[src/edge_trigger_and_frequency_finder_assert.svh]
// Assertion macros for the edge trigger and frequency finder.
`ifndef EDGE_TRIGGER_AND_FREQUENCY_FINDER_ASSERT_SVH
`define EDGE_TRIGGER_AND_FREQUENCY_FINDER_ASSERT_SVH

`ifndef NO_ASSERTIONS

`define ETF_ASSERT(lbl, clk, rstn, prop, msg) \
  lbl: assert property (@(posedge clk) disable iff (!rstn) prop) else $error(msg);

`define ETF_ASSERT_NEXT(lbl, clk, rstn, ante, cons, msg) \
  lbl: assert property (@(posedge clk) disable iff (!rstn) (ante) |=> (cons)) else $error(msg);

`else

`define ETF_ASSERT(lbl, clk, rstn, prop, msg)

`define ETF_ASSERT_NEXT(lbl, clk, rstn, ante, cons, msg)

`endif

`endif

[src/etf_pkg.sv]
// Package with beat types, constants and sequencer states of the edge trigger block.
package etf_pkg;

  localparam int WindowLen  = 256;
  localparam int CaptureLen = 1024;
  localparam int SampleBits = 12;

  localparam int IdxW    = 16;
  localparam int LevelW  = 12;
  localparam int ModeW   = 2;
  localparam int TbW     = 27;
  localparam int TidxW   = 10;
  localparam int FreqW   = 32;
  localparam int CntW    = 16;
  localparam int DivCntW = $clog2(FreqW);
  localparam int CfgIdxW = 2;

  localparam logic [LevelW-1:0] SampleMask = LevelW'((1 << SampleBits) - 1);
  localparam logic [IdxW-1:0]   TestLo     = IdxW'(WindowLen / 2);
  localparam logic [IdxW-1:0]   TestHi     = IdxW'(CaptureLen - WindowLen / 2);
  localparam logic [IdxW:0]     WindowSpan = (IdxW + 1)'(WindowLen);
  localparam logic [TidxW-1:0]  NoTrigIdx  = TidxW'(WindowLen);
  localparam logic [FreqW-1:0]  FreqNum    = FreqW'(500000000);
  localparam logic [IdxW-1:0]   IdxMax     = '1;
  localparam logic [CntW-1:0]   CntMax     = '1;
  localparam logic [DivCntW-1:0] DivLast   = DivCntW'(FreqW - 1);

  localparam logic [ModeW-1:0] ModeOff  = 2'd0;
  localparam logic [ModeW-1:0] ModeFall = 2'd1;
  localparam logic [ModeW-1:0] ModeRise = 2'd2;

  localparam logic [CfgIdxW-1:0] CfgLevel = 2'd0;
  localparam logic [CfgIdxW-1:0] CfgMode  = 2'd1;
  localparam logic [CfgIdxW-1:0] CfgTbase = 2'd2;

  localparam logic [LevelW-1:0] LevelReset = LevelW'(2048);
  localparam logic [TbW-1:0]    TbaseReset = TbW'(1);

  typedef struct packed {
    logic [LevelW-1:0] sample;
    logic              last;
  } etf_in_t;

  typedef struct packed {
    logic [TidxW-1:0] trigger_index;
    logic             untriggered;
    logic [FreqW-1:0] frequency;
  } etf_out_t;

  typedef enum logic [2:0] {
    S_IDLE,
    S_CHECK,
    S_DIV_Q,
    S_MUL,
    S_DIV_F,
    S_DONE
  } etf_state_e;

endpackage

[src/edge_trigger_and_frequency_finder.sv]
// Top level of the edge trigger and frequency finder with its shared divider sequencer.
//
//   channel   direction  handshake            payload
//   in        input      in_valid_i/in_ready_o  etf_in_t (sample, last)
//   out       output     out_valid_o/out_ready_i etf_out_t (index, flag, frequency)
//   cfg       input      cfg_we_i             cfg_idx_i, cfg_wdata_i
//
// A sample that is not flagged last leaves the input ready for the next sample.
// A last sample holds the input while a frequency is computed: one check,
// a 32-step pass of the shared restoring divider, one multiply, a second 32-step pass
// and a load of the result; otherwise it holds it only for the check and the load.
// The load waits while the previous result is still held in the result register.
// Reset clears the configuration to its defaults and the capture state to zero.
`include "edge_trigger_and_frequency_finder_assert.svh"

module edge_trigger_and_frequency_finder
  import etf_pkg::*;
(
  input  logic               clk_i,
  input  logic               rst_ni,
  input  logic               in_valid_i,
  output logic               in_ready_o,
  input  etf_in_t            in_data_i,
  output logic               out_valid_o,
  input  logic               out_ready_i,
  output etf_out_t           out_data_o,
  input  logic               cfg_we_i,
  input  logic [CfgIdxW-1:0] cfg_idx_i,
  input  logic [TbW-1:0]     cfg_wdata_i
);

  etf_state_e state_q, state_d;

  logic [LevelW-1:0] level_q;
  logic [ModeW-1:0]  mode_q;
  logic [TbW-1:0]    tbase_q;

  logic [IdxW-1:0]   idx_q, idx_d;
  logic [LevelW-1:0] prev_q, prev_d;
  logic [IdxW-1:0]   first_q, first_d;
  logic [IdxW-1:0]   last_q, last_d;
  logic [CntW-1:0]   cnt_q, cnt_d;
  logic              done_q, done_d;

  logic [FreqW-1:0]   quo_q, quo_d;
  logic [FreqW-1:0]   rem_q, rem_d;
  logic [FreqW-1:0]   dvs_q, dvs_d;
  logic [DivCntW-1:0] step_q, step_d;

  logic     out_valid_q, out_valid_d;
  etf_out_t out_data_q, out_data_d;

  logic [LevelW-1:0]      smp, lvl;
  logic                   in_range, hit, beyond;
  logic [IdxW:0]          limit;
  logic [FreqW:0]         rem_sh, diff;
  logic [FreqW+CntW-1:0]  prod;
  logic                   in_acc, can_load;

  assign in_ready_o  = (state_q == S_IDLE);
  assign out_valid_o = out_valid_q;
  assign out_data_o  = out_data_q;
  assign in_acc      = in_valid_i && in_ready_o;
  assign can_load    = !out_valid_q || out_ready_i;

  always_comb begin
    smp      = in_data_i.sample & SampleMask;
    lvl      = level_q & SampleMask;
    in_range = (idx_q >= TestLo) && (idx_q < TestHi);
    if (mode_q == ModeFall) begin
      hit = (smp <= lvl) && (prev_q > lvl);
    end else begin
      hit = (smp >= lvl) && (prev_q < lvl);
    end
    limit  = {1'b0, first_q} + WindowSpan;
    beyond = {1'b0, idx_q} > limit;
    rem_sh = {rem_q, quo_q[FreqW-1]};
    diff   = rem_sh - {1'b0, dvs_q};
    prod   = quo_q * (cnt_q - CntW'(1));
  end

  always_comb begin
    state_d     = state_q;
    idx_d       = idx_q;
    prev_d      = prev_q;
    first_d     = first_q;
    last_d      = last_q;
    cnt_d       = cnt_q;
    done_d      = done_q;
    quo_d       = quo_q;
    rem_d       = rem_q;
    dvs_d       = dvs_q;
    step_d      = step_q;
    out_data_d  = out_data_q;
    out_valid_d = out_valid_q && !out_ready_i;

    unique case (state_q)
      S_IDLE: begin
        if (in_acc) begin
          if (!done_q && mode_q != ModeOff && in_range && hit) begin
            if (beyond) begin
              done_d = 1'b1;
            end else begin
              if (cnt_q != '0) begin
                last_d = idx_q;
              end else begin
                first_d = idx_q;
              end
              if (cnt_q < CntMax) begin
                cnt_d = cnt_q + CntW'(1);
              end
            end
          end
          prev_d = smp;
          if (idx_q < IdxMax) begin
            idx_d = idx_q + IdxW'(1);
          end
          if (in_data_i.last) begin
            state_d = S_CHECK;
          end
        end
      end
      S_CHECK: begin
        quo_d  = '0;
        if (cnt_q >= CntW'(2) && tbase_q != '0 && last_q > first_q) begin
          quo_d   = FreqNum;
          rem_d   = '0;
          dvs_d   = FreqW'(tbase_q);
          step_d  = '0;
          state_d = S_DIV_Q;
        end else begin
          state_d = S_DONE;
        end
      end
      S_DIV_Q, S_DIV_F: begin
        if (!diff[FreqW]) begin
          rem_d = diff[FreqW-1:0];
          quo_d = {quo_q[FreqW-2:0], 1'b1};
        end else begin
          rem_d = rem_sh[FreqW-1:0];
          quo_d = {quo_q[FreqW-2:0], 1'b0};
        end
        step_d = step_q + DivCntW'(1);
        if (step_q == DivLast) begin
          state_d = (state_q == S_DIV_Q) ? S_MUL : S_DONE;
        end
      end
      S_MUL: begin
        quo_d   = prod[FreqW-1:0];
        rem_d   = '0;
        dvs_d   = FreqW'(last_q - first_q);
        step_d  = '0;
        state_d = S_DIV_F;
      end
      S_DONE: begin
        if (can_load) begin
          out_valid_d = 1'b1;
          if (cnt_q == '0) begin
            out_data_d.trigger_index = NoTrigIdx;
            out_data_d.untriggered   = 1'b1;
            out_data_d.frequency     = '0;
          end else begin
            out_data_d.trigger_index = first_q[TidxW-1:0];
            out_data_d.untriggered   = 1'b0;
            out_data_d.frequency     = quo_q;
          end
          idx_d   = '0;
          prev_d  = '0;
          first_d = '0;
          last_d  = '0;
          cnt_d   = '0;
          done_d  = 1'b0;
          state_d = S_IDLE;
        end
      end
      default: begin
        state_d = S_IDLE;
      end
    endcase
  end

  always_ff @(posedge clk_i or negedge rst_ni) begin
    if (!rst_ni) begin
      state_q     <= S_IDLE;
      idx_q       <= '0;
      prev_q      <= '0;
      first_q     <= '0;
      last_q      <= '0;
      cnt_q       <= '0;
      done_q      <= 1'b0;
      out_valid_q <= 1'b0;
      level_q     <= LevelReset;
      mode_q      <= ModeOff;
      tbase_q     <= TbaseReset;
    end else begin
      state_q     <= state_d;
      idx_q       <= idx_d;
      prev_q      <= prev_d;
      first_q     <= first_d;
      last_q      <= last_d;
      cnt_q       <= cnt_d;
      done_q      <= done_d;
      out_valid_q <= out_valid_d;
      if (cfg_we_i) begin
        unique case (cfg_idx_i)
          CfgLevel: level_q <= cfg_wdata_i[LevelW-1:0];
          CfgMode:  mode_q  <= cfg_wdata_i[ModeW-1:0];
          CfgTbase: tbase_q <= cfg_wdata_i;
          default: begin
          end
        endcase
      end
    end
  end

  always_ff @(posedge clk_i) begin
    quo_q      <= quo_d;
    rem_q      <= rem_d;
    dvs_q      <= dvs_d;
    step_q     <= step_d;
    out_data_q <= out_data_d;
  end

  `ETF_ASSERT_NEXT(a_last_starts_check, clk_i, rst_ni, in_acc && in_data_i.last,
                   state_q == S_CHECK, "last beat did not start the result sequence")
  `ETF_ASSERT(a_out_from_done, clk_i, rst_ni, $rose(out_valid_q) |-> $past(state_q == S_DONE),
              "result appeared outside the load state")
  `ETF_ASSERT_NEXT(a_div_to_mul, clk_i, rst_ni, state_q == S_DIV_Q && step_q == DivLast,
                   state_q == S_MUL, "first division did not hand over to the multiply")
  `ETF_ASSERT(a_span_positive, clk_i, rst_ni, (cnt_q >= CntW'(2)) |-> (last_q > first_q),
              "crossing span is not positive with two or more crossings")
  `ETF_ASSERT_NEXT(a_out_taken, clk_i, rst_ni,
                   out_valid_q && out_ready_i && state_q != S_DONE, !out_valid_q,
                   "result beat repeated after it was taken")

endmodule

[config.mk]
export PLATFORM = sky130hd
export DESIGN_NAME = edge_trigger_and_frequency_finder
export DESIGN_NICKNAME = d
export VERILOG_FILES = /design/src/etf_pkg.sv /design/src/edge_trigger_and_frequency_finder.sv
export VERILOG_INCLUDE_DIRS = /design/src /design/src/src
export SDC_FILE = /design/constraint.sdc
export NUM_CORES = 2
export LEC_CHECK = 0
export BUFFER_PORTS_ARGS = -buffer_cell sky130_fd_sc_hd__buf_2
export CAP_MARGIN = 20
export CORE_AREA = 2 2 268 164
export CTS_CLUSTER_DIAMETER = 150
export DETAILED_ROUTE_END_ITERATION = 8
export DIE_AREA = 0 0 270 166
export PLACE_DENSITY = 0.82
export RECOVER_POWER = 50
export SYNTH_ARGS = -nofsm -noshare
export SYNTH_HDL_FRONTEND = slang
export SYNTH_SLANG_ARGS = --single-unit
[constraint.sdc]
create_clock -name clk_i -period 10.8 [get_ports clk_i]
set_input_delay 2.7 -clock clk_i [delete_from_list [all_inputs] [get_ports clk_i]]
set_output_delay 2.7 -clock clk_i [all_outputs]
set_load 0.02 [all_outputs]
==> metrics.txt <==
critical path class flip-flop to flip-flop; CTS Root Cell clkbuf_16; max_cap viols 10; clk_skew 0.03745 ns; fmax 108.0 MHz; Rows about 60; minimum clock period 9.256 ns; CP max-delay cell clkbuf_1; synth top area cells fa_1, edfxtp_1, dfrtp_1; Fill cells 3209; Post-Synth XOR/XNOR Area 0.04219; Clock Path Buffers 3; final WL 73010 um; first-pass GRT wire length 116700 um; TritonRoute pass-1 iters 5; Sink Count approximately 260; Worst setup EP type flip-flop; # H-tree levels 1; GR Util met2 0.4693; sequential area share after synthesis 0.2669; die footprint 44820 um2; final setup vio count 0; failing checks capacitance limit, slew limit; Yosys warnings 0; Synth Area in Compound Gates 0.08258; hpwl dp 55100 um; Synth Instances 2851; Slew headroom -1.778; largest family of logic cells by synthesized area adder cells; Layout area overhead 7.182%; first-iteration detailed-routing DRC count roughly 2200; die height approximately 170 um; Critical Path, Cell by Cell inv_1 > ha_1 > nor3b_1 > nand3_2 > clkbuf_1 > nor2_1 > fa_1 > fa_1 > fa_1 > fa_1 > fa_1 > inv_1 > fa_1 > inv_1 > ha_1 > and3_1 > a221oi_1 > o21ai_0 > a211oi_1 > nor2_1 > o41ai_1 > o21ai_0 > xnor2_1 > o21ai_0; post-synthesis adder-cell area fraction 0.3242; CTS clk-pin slew, worst paths 0.07 ns; clk_lat worst skew 0.59 ns; DR vias 20780; Sequential Area between 7000 and 8000 um2; Max Slew Vio Count 412; Critical Path Source Type flip-flop; CP required 11.09 ns; Arr. time, crit path roughly 9.6 ns; TritonCTS clock tree done; gr ovfl total 0; fin cells between 3000 and 4000; Hold Crit Class flip-flop to flip-flop; grt met3 use 0.08979; hold_buf cts 0; Placed Cells 3421; worst hold path depth 2; drt drc 0; CP peak stage delay between 1.5 and 2 ns; syn nets between 3000 and 4000; via/cell ratio 5.979; gr busiest metal met1; via count of the first global-routing pass between 20000 and 25000; Die Width between 200 and 300 um; ys async rst share 0.4656; Post-Syn Area 27200 um2; multiplexer area fraction after synthesis 0.03069; final setup TNS 0 ns; Most Frequent Cell on Critical Path fa_1; crit path max fanout 49; Placer Congestion 0.9672; postcts setup bufs 0; crit share post-route 0.8571; Inserted Diodes 0; Ports between 90 and 100; post-synth top area cell fa_1; RSZ-0062 raised after global routing false; area of the core between 40000 and 50000 um2; initial antenna violation count 0; wire per inst 21.01 um; IO Port Bufs 91; Post-CTS Resized 0; Total GRT Usage 0.3309; multi-input logic area about 18000 um2; DRT antenna net count 0; Simple-Gate Fraction of Synth Area 0.1681; worst slew pin tran 4.167 ns; Synth cell types 75; CTS Buf Count 27; top-area cell type share of the netlist area 0.2363; Primary FF master, synth edfxtp_1; Initial Util 0.6385; fraction of final layout cells with drive strength greater than 1 0.08529; #FFs+latches synth 262; Post-synth EDFFs 140; largest net degree at the start of global routing between 70 and 80; NumNets Final 3434; synthesized area per cell 9.539 um2; R2R depth 24; final hold vios 0; M1 GR Usage 0.5032; status finished with violations
==> kinds of logic (layout without fill, tap and decap cells) <==
group | after synthesis | in the layout
AND/OR/NAND/NOR | 917 | 917
buffers and inverters | 614 | 659
adder cells (fa/ha/maj) | 512 | 512
AO/OA/AOI/OAI | 342 | 342
flip-flops | 262 | 262
XOR/XNOR | 127 | 127
multiplexers | 77 | 77
==> path summary, 6_finish.rpt <==
| check | startpoint | to | slack, ns |
|---|---|---|---|
| worst max-delay path | cnt_q[0]$_DFFE_PN0P_ | quo_q[25]$_SDFFCE_PP0N_ | 1.54 |
| worst min-delay path | prev_q[9]$_DFFE_PN0P_ | prev_q[9]$_DFFE_PN0P_ | 0.48 |
| worst max register to register | cnt_q[0]$_DFFE_PN0P_ | quo_q[25]$_SDFFCE_PP0N_ | 1.54 |
| worst min register to register | prev_q[9]$_DFFE_PN0P_ | prev_q[9]$_DFFE_PN0P_ | 0.48 |
| max in group asynchronous | rst_ni | level_q[5]$_DFFE_PN0P_ | 3.35 |
| min in group asynchronous | rst_ni | tbase_q[21]$_DFFE_PN0P_ | 3.59 |
==> per-stage QoR <==
step	hold slack [ns]	setup WS (ns)	area [um2]	utilization
floorplan	0.4428	2.882	27200	-
CTS	0.4785	1.933	29150	0.6843
finish	0.4775	1.544	29150	0.6843
global placement	0.4571	2.300	28180	0.6615
detailed placement	0.4648	1.975	28220	0.6625
global route	0.5176	1.011	29150	0.6843
==> worst max-delay path: cells and delay by family, from the launching register on <==
kind            cells  cell delay [ns]
simple gates        5             0.87
xor+xnor            1             0.18
buf+inv             4             1.92
flops               1             0.46
compound gates      6             1.55
fa+ha+maj           8             3.96
==> registers in the layout, indices dropped and copies added, names as in the netlist, 27 cells and up <==
| name | count |
|---|---|
| tbase_q | 27 |
| quo_q | 32 |
| rem_q | 32 |
| out_data_o | 43 |
| dvs_q | 28 |
==> layout by cell type (no fill, tap or decap), drive strengths merged, types with 11 or more instances in the layout <==
cell type	count
a21o	45
a21oi	81
a221o	15
and2	147
and3	16
buf	115
clkbuf	50
dfrtp	120
edfxtp	140
fa	321
ha	191
inv	487
mux2	51
mux2i	26
nand2	332
nand2b	23
nand3	43
nand4	22
nor2	138
nor2b	106
nor3	25
nor4	20
o211ai	11
o21a	19
o21ai	86
o31ai	11
xnor2	81
xor2	44
==> layer usage <==
| metal | share of wire | vias up | wire length (um) |
|---|---|---|---|
| met5 | 0 | - | 0 |
| met4 | 0.026 | 0 | 1929 |
| met3 | 0.13 | 160 | 9160 |
| met2 | 0.41 | 1205 | 30220 |
| met1 | 0.43 | 10250 | 31700 |
| li1 | - | 9168 | - |
==> final cells by class <==
class,count,area share
clock buffers,37,0.02666
clock inverters,13,0.005108
inverters,481,0.06194
multi-input cells,1975,0.6067
flip-flops and latches,262,0.2490
well taps,579,0.02485
repair buffers,128,0.02571
==> synth_stat cells (9+ instances only) <==
master	number
inv_1	480
nand2_1	332
fa_1	321
ha_1	191
and2_1	147
edfxtp_1	140
nor2_1	138
dfrtp_1	120
clkbuf_1	116
nor2b_1	105
o21ai_0	82
a21oi_1	81
xnor2_1	81
mux2_2	51
a21o_1	45
nand3_1	43
xor2_1	43
mux2i_1	26
nand2b_1	23
nor3_1	23
nand4_1	22
nor4_1	19
o21a_1	19
and3_1	16
a221o_1	15
o211ai_1	11
o31ai_1	11
buf_1	9
Power is left out: the tool's default activity adds up to more than one toggle a clock period on the data nets, which glitch-free logic cannot reach.
